--- config.mk ---
export PLATFORM = sky130hd
export DESIGN_NAME = three_phase_serial_register_master_core
export DESIGN_NICKNAME = d
export VERILOG_FILES = /design/src/hw/rtl/tpsrm_pkg.sv /design/src/hw/rtl/tpsrm_step.sv /design/src/hw/rtl/three_phase_serial_register_master_core.sv
export SDC_FILE = /design/constraint.sdc
export NUM_CORES = 1
export LEC_CHECK = 0
export ABC_AREA = 0
export BUFFER_PORTS_ARGS = -buffer_cell sky130_fd_sc_hd__buf_2
export CORE_ASPECT_RATIO = 0.5
export CORE_MARGIN = 5
export CORE_UTILIZATION = 53
export CTS_BUF_LIST = sky130_fd_sc_hd__clkbuf_8
export DETAILED_ROUTE_END_ITERATION = 10
export PLACE_DENSITY = 0.74
export SLEW_MARGIN = 20
export SYNTH_ARGS = -nofsm -noshare
export SYNTH_HDL_FRONTEND = slang
export SYNTH_SLANG_ARGS = --single-unit
--- constraint.sdc ---
create_clock -name clock -period 4.3 [get_ports clock]
set_clock_uncertainty 0.2 [all_clocks]
set_input_delay 0.215 -clock clock [delete_from_list [all_inputs] [get_ports clock]]
set_output_delay 0.215 -clock clock [all_outputs]
set_load 0.05 [all_outputs]
--- src/hw/rtl/tpsrm_pkg.sv ---
`timescale 1ns / 1ps
// ----------------------------------------------------------------------------
// tpsrm_pkg
// Shared types and constants for the three-phase serial register master.
// ----------------------------------------------------------------------------
package tpsrm_pkg;

   localparam int MAX_LENGTH   = 32;
   localparam int ADDRESS_BITS = 4;
   localparam int WORD_W       = 32;
   localparam int LEN_W        = 6;
   localparam int BIT_W        = 6;
   localparam int WORD_IDX_W   = 5;
   localparam int ADDR_IDX_W   = 2;
   localparam int REQ_DATA_W   = 48;
   localparam int RSP_DATA_W   = 40;

   localparam logic OP_TICK  = 1'b0;
   localparam logic OP_START = 1'b1;

   typedef enum logic [1:0] {
      CK_IDLE,
      CK_START,
      CK_BITS,
      CK_FINISH
   } ck_state_type;

   typedef enum logic [2:0] {
      DT_IDLE,
      DT_START,
      DT_DIR,
      DT_ADDR,
      DT_WRITE,
      DT_READ,
      DT_FINISH
   } dt_state_type;

   typedef struct packed {
      logic                  opcode;
      logic                  direction;
      logic [3:0]            reg_address;
      logic [WORD_W-1:0]     write_data;
      logic [LEN_W-1:0]      transfer_length;
      logic                  data_in;
   } tpsrm_item_type;

   typedef struct packed {
      logic                  clock_line;
      logic                  data_line;
      logic                  data_drive_enable;
      logic                  busy_res;
      logic [WORD_W-1:0]     read_result;
      logic                  transfer_done;
   } tpsrm_result_type;

   typedef struct packed {
      ck_state_type              ck_state;
      dt_state_type              dt_state;
      logic [1:0]                ck_count;
      logic [BIT_W-1:0]          ck_bits;
      logic [1:0]                dt_phase;
      logic [BIT_W-1:0]          dt_bit;
      logic                      busy;
      logic                      direction;
      logic [ADDRESS_BITS-1:0]   address;
      logic [WORD_W-1:0]         write_word;
      logic [LEN_W-1:0]          length;
      logic [WORD_W-1:0]         read_word;
      logic                      data_level;
      logic                      drive_level;
      logic                      clock_level;
   } tpsrm_state_type;

endpackage

--- src/hw/rtl/tpsrm_step.sv ---
`timescale 1ns / 1ps
// ----------------------------------------------------------------------------
// tpsrm_step
// Next-state and result logic for one item: clock and data phase machines.
// ----------------------------------------------------------------------------
module tpsrm_step
   import tpsrm_pkg::*;
(
   input  tpsrm_state_type  cur_state,
   input  tpsrm_item_type   item,
   output tpsrm_state_type  nxt_state,
   output tpsrm_result_type result
);

   logic                   done;
   logic [LEN_W-1:0]       len_clamped;
   logic [1:0]             phase_inc;
   logic [BIT_W-1:0]       bit_inc;
   logic                   at_end;
   logic [WORD_IDX_W-1:0]  word_pos;
   logic [ADDR_IDX_W-1:0]  addr_pos;

   always_comb begin
      nxt_state   = cur_state;
      done        = 1'b0;
      len_clamped = (item.transfer_length > LEN_W'(MAX_LENGTH)) ?
                    LEN_W'(MAX_LENGTH) : item.transfer_length;
      if (cur_state.dt_phase == 2'd2) begin
         phase_inc = 2'd0;
         bit_inc   = cur_state.dt_bit + BIT_W'(1);
      end else begin
         phase_inc = cur_state.dt_phase + 2'd1;
         bit_inc   = cur_state.dt_bit;
      end
      at_end   = (cur_state.dt_bit == cur_state.length) && (cur_state.dt_phase == 2'd0);
      word_pos = WORD_IDX_W'(cur_state.length - LEN_W'(1) - cur_state.dt_bit);
      addr_pos = ADDR_IDX_W'(ADDRESS_BITS - 1) - cur_state.dt_bit[ADDR_IDX_W-1:0];

      if (item.opcode == OP_START) begin
         nxt_state.direction   = item.direction;
         nxt_state.address     = item.reg_address[ADDRESS_BITS-1:0];
         nxt_state.write_word  = item.write_data;
         nxt_state.length      = len_clamped;
         nxt_state.busy        = 1'b1;
         nxt_state.ck_count    = 2'd0;
         nxt_state.ck_bits     = '0;
         nxt_state.dt_phase    = 2'd0;
         nxt_state.dt_bit      = '0;
         nxt_state.drive_level = 1'b1;
         nxt_state.ck_state    = CK_START;
         nxt_state.dt_state    = DT_START;
      end else begin
         // clock machine, sees the data state before it moves
         case (cur_state.ck_state)
            CK_START: begin
               if (cur_state.ck_count == 2'd2) begin
                  nxt_state.clock_level = 1'b0;
                  nxt_state.ck_count    = 2'd0;
                  nxt_state.ck_state    = CK_BITS;
               end else begin
                  nxt_state.clock_level = 1'b1;
                  nxt_state.ck_count    = cur_state.ck_count + 2'd1;
               end
            end
            CK_BITS: begin
               nxt_state.clock_level = (cur_state.ck_count == 2'd1);
               if (cur_state.ck_count == 2'd2) begin
                  nxt_state.ck_count = 2'd0;
                  if (cur_state.ck_bits == BIT_W'(ADDRESS_BITS) + BIT_W'(cur_state.length)) begin
                     nxt_state.ck_bits  = '0;
                     nxt_state.ck_state = CK_FINISH;
                  end else begin
                     nxt_state.ck_bits = cur_state.ck_bits + BIT_W'(1);
                  end
                  if (cur_state.dt_state == DT_READ) begin
                     nxt_state.clock_level = 1'b1;
                  end
               end else begin
                  nxt_state.ck_count = cur_state.ck_count + 2'd1;
               end
            end
            CK_FINISH: begin
               nxt_state.clock_level = (cur_state.ck_count == 2'd1) ||
                                       (cur_state.ck_count == 2'd2);
               if (cur_state.ck_count == 2'd3) begin
                  nxt_state.ck_count = 2'd0;
                  nxt_state.ck_state = CK_IDLE;
               end else begin
                  nxt_state.ck_count = cur_state.ck_count + 2'd1;
               end
            end
            default: begin
            end
         endcase

         // data machine
         case (cur_state.dt_state)
            DT_START: begin
               nxt_state.data_level = (cur_state.dt_phase == 2'd0);
               nxt_state.dt_phase   = phase_inc;
               if (cur_state.dt_phase == 2'd2) begin
                  nxt_state.dt_bit   = '0;
                  nxt_state.dt_state = DT_DIR;
               end
            end
            DT_DIR: begin
               nxt_state.data_level = cur_state.direction;
               nxt_state.dt_phase   = phase_inc;
               if (cur_state.dt_phase == 2'd2) begin
                  nxt_state.dt_bit   = '0;
                  nxt_state.dt_state = DT_ADDR;
               end
            end
            DT_ADDR: begin
               nxt_state.data_level = cur_state.address[addr_pos];
               nxt_state.dt_phase   = phase_inc;
               nxt_state.dt_bit     = bit_inc;
               if ((cur_state.dt_bit == BIT_W'(ADDRESS_BITS - 1)) &&
                   (cur_state.dt_phase == 2'd2)) begin
                  nxt_state.dt_bit   = '0;
                  nxt_state.dt_state = cur_state.direction ? DT_READ : DT_WRITE;
               end
            end
            DT_WRITE: begin
               if (at_end) begin
                  nxt_state.data_level = 1'b0;
                  nxt_state.dt_phase   = 2'd0;
                  nxt_state.dt_bit     = '0;
                  nxt_state.dt_state   = DT_FINISH;
               end else begin
                  nxt_state.data_level = cur_state.write_word[word_pos];
                  nxt_state.dt_phase   = phase_inc;
                  nxt_state.dt_bit     = bit_inc;
               end
            end
            DT_READ: begin
               if ((cur_state.dt_bit == '0) && (cur_state.dt_phase == 2'd0)) begin
                  nxt_state.read_word   = '0;
                  nxt_state.drive_level = 1'b0;
               end
               if ((cur_state.dt_bit < cur_state.length) && (cur_state.dt_phase == 2'd2) &&
                   item.data_in) begin
                  nxt_state.read_word[word_pos] = 1'b1;
               end
               if (at_end) begin
                  nxt_state.dt_phase = 2'd0;
                  nxt_state.dt_bit   = '0;
                  nxt_state.dt_state = DT_FINISH;
               end else begin
                  nxt_state.dt_phase = phase_inc;
                  nxt_state.dt_bit   = bit_inc;
               end
            end
            DT_FINISH: begin
               if (cur_state.dt_phase == 2'd0) begin
                  nxt_state.data_level  = 1'b0;
                  nxt_state.drive_level = 1'b1;
               end else begin
                  nxt_state.data_level = 1'b1;
               end
               nxt_state.dt_phase = phase_inc;
               if (cur_state.dt_phase == 2'd2) begin
                  nxt_state.dt_bit   = '0;
                  nxt_state.dt_state = DT_IDLE;
               end
            end
            default: begin
            end
         endcase

         if ((nxt_state.ck_state == CK_IDLE) || (nxt_state.dt_state == DT_IDLE)) begin
            nxt_state.ck_state = CK_IDLE;
            nxt_state.dt_state = DT_IDLE;
            nxt_state.ck_count = 2'd0;
            nxt_state.ck_bits  = '0;
            nxt_state.dt_phase = 2'd0;
            nxt_state.dt_bit   = '0;
            done               = cur_state.busy;
            nxt_state.busy     = 1'b0;
         end
      end

      result.clock_line        = nxt_state.clock_level;
      result.data_line         = nxt_state.data_level;
      result.data_drive_enable = nxt_state.drive_level;
      result.busy_res          = nxt_state.busy;
      result.read_result       = nxt_state.read_word;
      result.transfer_done     = done;
   end

endmodule

--- src/hw/rtl/three_phase_serial_register_master_core.sv ---
`timescale 1ns / 1ps
// ----------------------------------------------------------------------------
// three_phase_serial_register_master_core
// Each item goes through the input register, the step logic and the result register.
// Throughput: 1 item per cycle unless stalled; step logic is one pass between registers.
// Stalls on the result side hold the input register; ready stays high while it can drain.
// Reset: synchronous, active high; resets both phase machines, counters and latches.
// ----------------------------------------------------------------------------
module three_phase_serial_register_master_core
   import tpsrm_pkg::*;
(
   input  logic                  clock,
   input  logic                  reset,
   input  logic                  req_tvalid,
   output logic                  req_tready,
   // direction[0], reg_address[4:1], write_data[36:5], transfer_length[42:37],
   // data_in[43], zero pad
   input  logic [REQ_DATA_W-1:0] req_tdata,
   // opcode[0]
   input  logic [0:0]            req_tuser,
   output logic                  rsp_tvalid,
   input  logic                  rsp_tready,
   // clock_line[0], data_line[1], data_drive_enable[2], busy_res[3],
   // read_result[35:4], transfer_done[36], zero pad
   output logic [RSP_DATA_W-1:0] rsp_tdata
);

   logic              in_valid_ff;
   tpsrm_item_type    in_item_ff;
   tpsrm_item_type    in_item_in;
   logic              rsp_valid_ff;
   tpsrm_result_type  rsp_data_ff;
   tpsrm_result_type  step_result;
   tpsrm_state_type   state_ff;
   tpsrm_state_type   state_in;
   tpsrm_state_type   state_reset;
   logic              advance;

   assign advance    = in_valid_ff && (!rsp_valid_ff || rsp_tready);
   assign req_tready = !in_valid_ff || advance;

   assign in_item_in.opcode          = req_tuser[0];
   assign in_item_in.direction       = req_tdata[0];
   assign in_item_in.reg_address     = req_tdata[4:1];
   assign in_item_in.write_data      = req_tdata[36:5];
   assign in_item_in.transfer_length = req_tdata[42:37];
   assign in_item_in.data_in         = req_tdata[43];

   always_comb begin
      state_reset             = '0;
      state_reset.ck_state    = CK_IDLE;
      state_reset.dt_state    = DT_IDLE;
      state_reset.length      = LEN_W'(1);
      state_reset.drive_level = 1'b1;
   end

   tpsrm_step u_step (
      .cur_state (state_ff),
      .item      (in_item_ff),
      .nxt_state (state_in),
      .result    (step_result)
   );

   always_ff @(posedge clock) begin
      if (reset) begin
         in_valid_ff  <= 1'b0;
         rsp_valid_ff <= 1'b0;
         state_ff     <= state_reset;
      end else begin
         if (req_tready) begin
            in_valid_ff <= req_tvalid;
         end
         if (advance) begin
            rsp_valid_ff <= 1'b1;
            state_ff     <= state_in;
         end else if (rsp_tready) begin
            rsp_valid_ff <= 1'b0;
         end
      end
   end

   always_ff @(posedge clock) begin
      if (req_tready && req_tvalid) begin
         in_item_ff <= in_item_in;
      end
      if (advance) begin
         rsp_data_ff <= step_result;
      end
   end

   assign rsp_tvalid = rsp_valid_ff;
   assign rsp_tdata  = {3'b000,
                        rsp_data_ff.transfer_done,
                        rsp_data_ff.read_result,
                        rsp_data_ff.busy_res,
                        rsp_data_ff.data_drive_enable,
                        rsp_data_ff.data_line,
                        rsp_data_ff.clock_line};

endmodule
==> reports/metrics.cfg <==
[worst_setup_path]
cp_cell_sequence = inv_1, ha_1, fa_1, a21o_1, a21oi_2, xor2_1, nor3_1, a22o_1
critical_path_buf_inv_count = 1
path_max_fanout = 8
reg2regPathDepth = 8
cp.arrival_ns = 3.42
worstSetupPathType = reg2reg
crit_path_start_kind = flip-flop
end_kind = flip-flop
r2r_start = state_ff[79]
cp.required_ns = 4.32
r2r_slack_ns = 0.89
crit_family = adder cells
cpPeakStageDelay_ns = 0.69
critPathSlowestCell = xor2_1
rr_endpoint = rsp_tdata[35]

[clocking]
cts_tree = done
cts.sinks = 184
cts_resized = 0
h-tree-depth = 4
post-cts-setup-buffer-count = 0
root_buffer = clkbuf_8
cts_buffers = 17
worstSkewPairLatency_ns = 0.45
cts_max_path_buffers = 2
clkTransAtPathRegs_ns = 0.11
ctsHoldBuffers = 48

[synthesis]
seq_area_frac_synth_pct = 55.4
synth.area.mux_share_pct = 3.03
synth-edff-count = 82
yosysMostFrequentCell = nand2_1
yosys.area.top_type_share_pct = 30.3
synth_top_family_by_area = simple AND/OR/NAND/NOR gates
synth_cells = 776
synthAdderAreaFrac_pct = 3.63
syn_area_sq_mm = 0.00813
synthDistinctLibCells = 69
synthTopCellsByCount = 131 x nand2_1, 102 x dfxtp_1, 82 x edfxtp_1
async_flop_share_pct = 0
synthSimpleGateAreaFrac_pct = 17.1
synthesis.yosys.warnings = 0
ys_ff_latch = 184
syn_area_per_cell_sq_um = 10.5
synth-compound-area-share_pct = 15.9
synth_area_leader_cell = edfxtp_1
synthTopCellsByArea = edfxtp_1 30%, dfxtp_1 25%, nand2_1 6.1%, a21oi_1 3.8%, ha_1 3.4%
synth_xor_area_share_pct = 1.80
synthFlopType = dfxtp_1

[finish]
drive_above_1_share_pct = 17.7
seq_area_sq_mm = 0.00450
antenna_cells = 0
stdcell_count = 1113
syn_to_final_growth_pct = 18.1
multi_input_area_sq_mm = 0.00339
nets = 972
nFillCells = 1211

[sta]
fmax_mhz = 293
worst_pin_slew_ns = 1.11
final_hold_viol_count = 0
finalSetupViolCount = 0
finalSetupTns_ns = 0
fin_crit_ns = 3.41
rsz0062_at_grt = false
slew_headroom_pct = 25.3
slew_violations = 0
min_period_over_period_pct = 79.2

[pwr]
power.total_mw = 3.39
pwr-share-comb_pct = 9.4
pwr-share-seq_pct = 56.5
power.internal_mw = 2.45
power.leakage_nw = 3.38
p_sw_share_pct = 27.9
clkPwrFrac_pct = 34.1
power_switching_uw = 944
p_per_area_mw_per_mm2 = 353
peakVddDrop_mv = 0.214

[die]
ioPinCount = 95
core_area_sq_mm = 0.0152
initial_utilization_pct = 53.4
rows = 32
die_h_um = 97.6
die_width_um = 185
dieArea_sq_mm = 0.0181

[detailed_routing]
final_antenna_net_count = 0
drc = 0
wl_per_cell_um = 16.8
wl_mm = 18.7
drt_iter0_drc = 571
dr.pass1.iters = 5
vias_per_cell = 5.64
vias = 6282

[status]
outcome = complete, no violations

[grt]
track_usage_pct = 21.2
antenna_found_initial = 0
grt_pass1_wl_mm = 30.9
grt_max_degree = 101
globalRouteOverflowTotal = 0
grt_pass1_vias = 6142

[worst_hold_path]
holdPathEnd = state_ff[88]
hp-class = in2reg
hold_depth = 5
min_from = reset

[placed_design]
portBuffers = 87
hpwlAfterDp_mm = 11.7
place_congestion = 0.876
place_inst = 1033

[run]
maxCapViolations = 0

==> area by class of cell <==
class,instances,share of cell area [%]
clock buffer,18,2.58
clock inverter,14,1.58
inverter,17,0.665
multi-input combinational,532,35.3
sequential,184,46.9
tap,204,2.66
timing repair buffer,144,10.2
==> power by group through the flow <==
stage          logic, mW  registers [mW]  clock network (mW)
2_1_floorplan      0.140            2.01                   0
3_3_place_gp       0.272            1.95                   0
3_5_place_dp       0.278            1.95                   0
4_1_cts            0.312            1.91                1.17
5_1_grt            0.342            1.92                1.25
6_report           0.317            1.91                1.16
==> per-layer routing <==
metal / global-route usage (%) / up-vias / part of all wire, %
met3: 4.64 / 26 / 5.7
met4: 6.31 / 0 / 1.3
met2: 33.5 / 197 / 47
met1: 29.5 / 3013 / 46
met5: 0 / - / 0
li1: - / 3046 / -
==> sequential cells by signal, indices dropped and copies added (netlist names) <==
name and flops:
rsp_tvalid 1, state_ff 100, in_valid_ff 1, in_item_ff 45
rsp_tdata 37
==> stage by stage <==
step	setup WS (ns)	utilization [%]	hold WS [ns]	area [sq um]
floorplan	1.03	-	0.114	8130
global placement	1.06	57.2	0.191	8710
detailed placement	1.00	57.2	0.193	8710
CTS	0.962	63.0	0.139	9590
global route	0.679	63.1	0.188	9600
finish	0.893	63.1	0.168	9600
==> placed cells by master (no fill, tap or decap), types with 7 or more instances in the layout <==
cell / netlist / layout
nand2_1: 131 / 131
dlygate4sd3_1: 0 / 48
nor2_1: 67 / 66
o21ai_0: 28 / 28
a21oi_1: 62 / 62
clkbuf_8: 0 / 18
nor2b_1: 8 / 8
buf_4: 3 / 9
ha_1: 22 / 22
dfxtp_1: 102 / 102
nand3_1: 12 / 12
a32oi_1: 9 / 9
nand3b_1: 8 / 8
edfxtp_1: 82 / 82
nand4_1: 7 / 7
nor3_1: 9 / 9
nand2b_1: 8 / 8
a31oi_1: 7 / 7
a22oi_1: 27 / 27
buf_2: 5 / 87
inv_1: 17 / 16
a22o_1: 17 / 17
mux4_2: 10 / 10
==> kinds of logic after synthesis <==
| kind of cell | count (synthesis) |
|---|---|
| adder cells (fa/ha/maj) | 23 |
| AO/OA/AOI/OAI | 192 |
| buffers and inverters | 62 |
| XOR/XNOR | 15 |
| flip-flops | 184 |
| multiplexers | 12 |
| other | 1 |
| AND/OR/NAND/NOR | 287 |
==> worst min-delay path, stage by stage <==
cell      delay [ns]
buf_2           0.10
nor2_1          0.06
nand3b_1        0.08
a311oi_1        0.07
a32o_1          0.24
==> how the worst max path moves through the flow <==
stage	from	to	slack (ns)	cells past startpoint
2_1_floorplan	rsp_tvalid	state_ff[1]	1.03	8
3_3_place_gp	state_ff[79]	rsp_tdata[34]	1.06	8
3_5_place_dp	state_ff[79]	rsp_tdata[32]	1.00	8
4_1_cts	state_ff[79]	rsp_tdata[1]	0.96	6
5_1_grt	state_ff[79]	state_ff[30]	0.68	9
6_report	state_ff[79]	rsp_tdata[35]	0.89	8
Note: power is estimated with default switching activity, not from simulation.
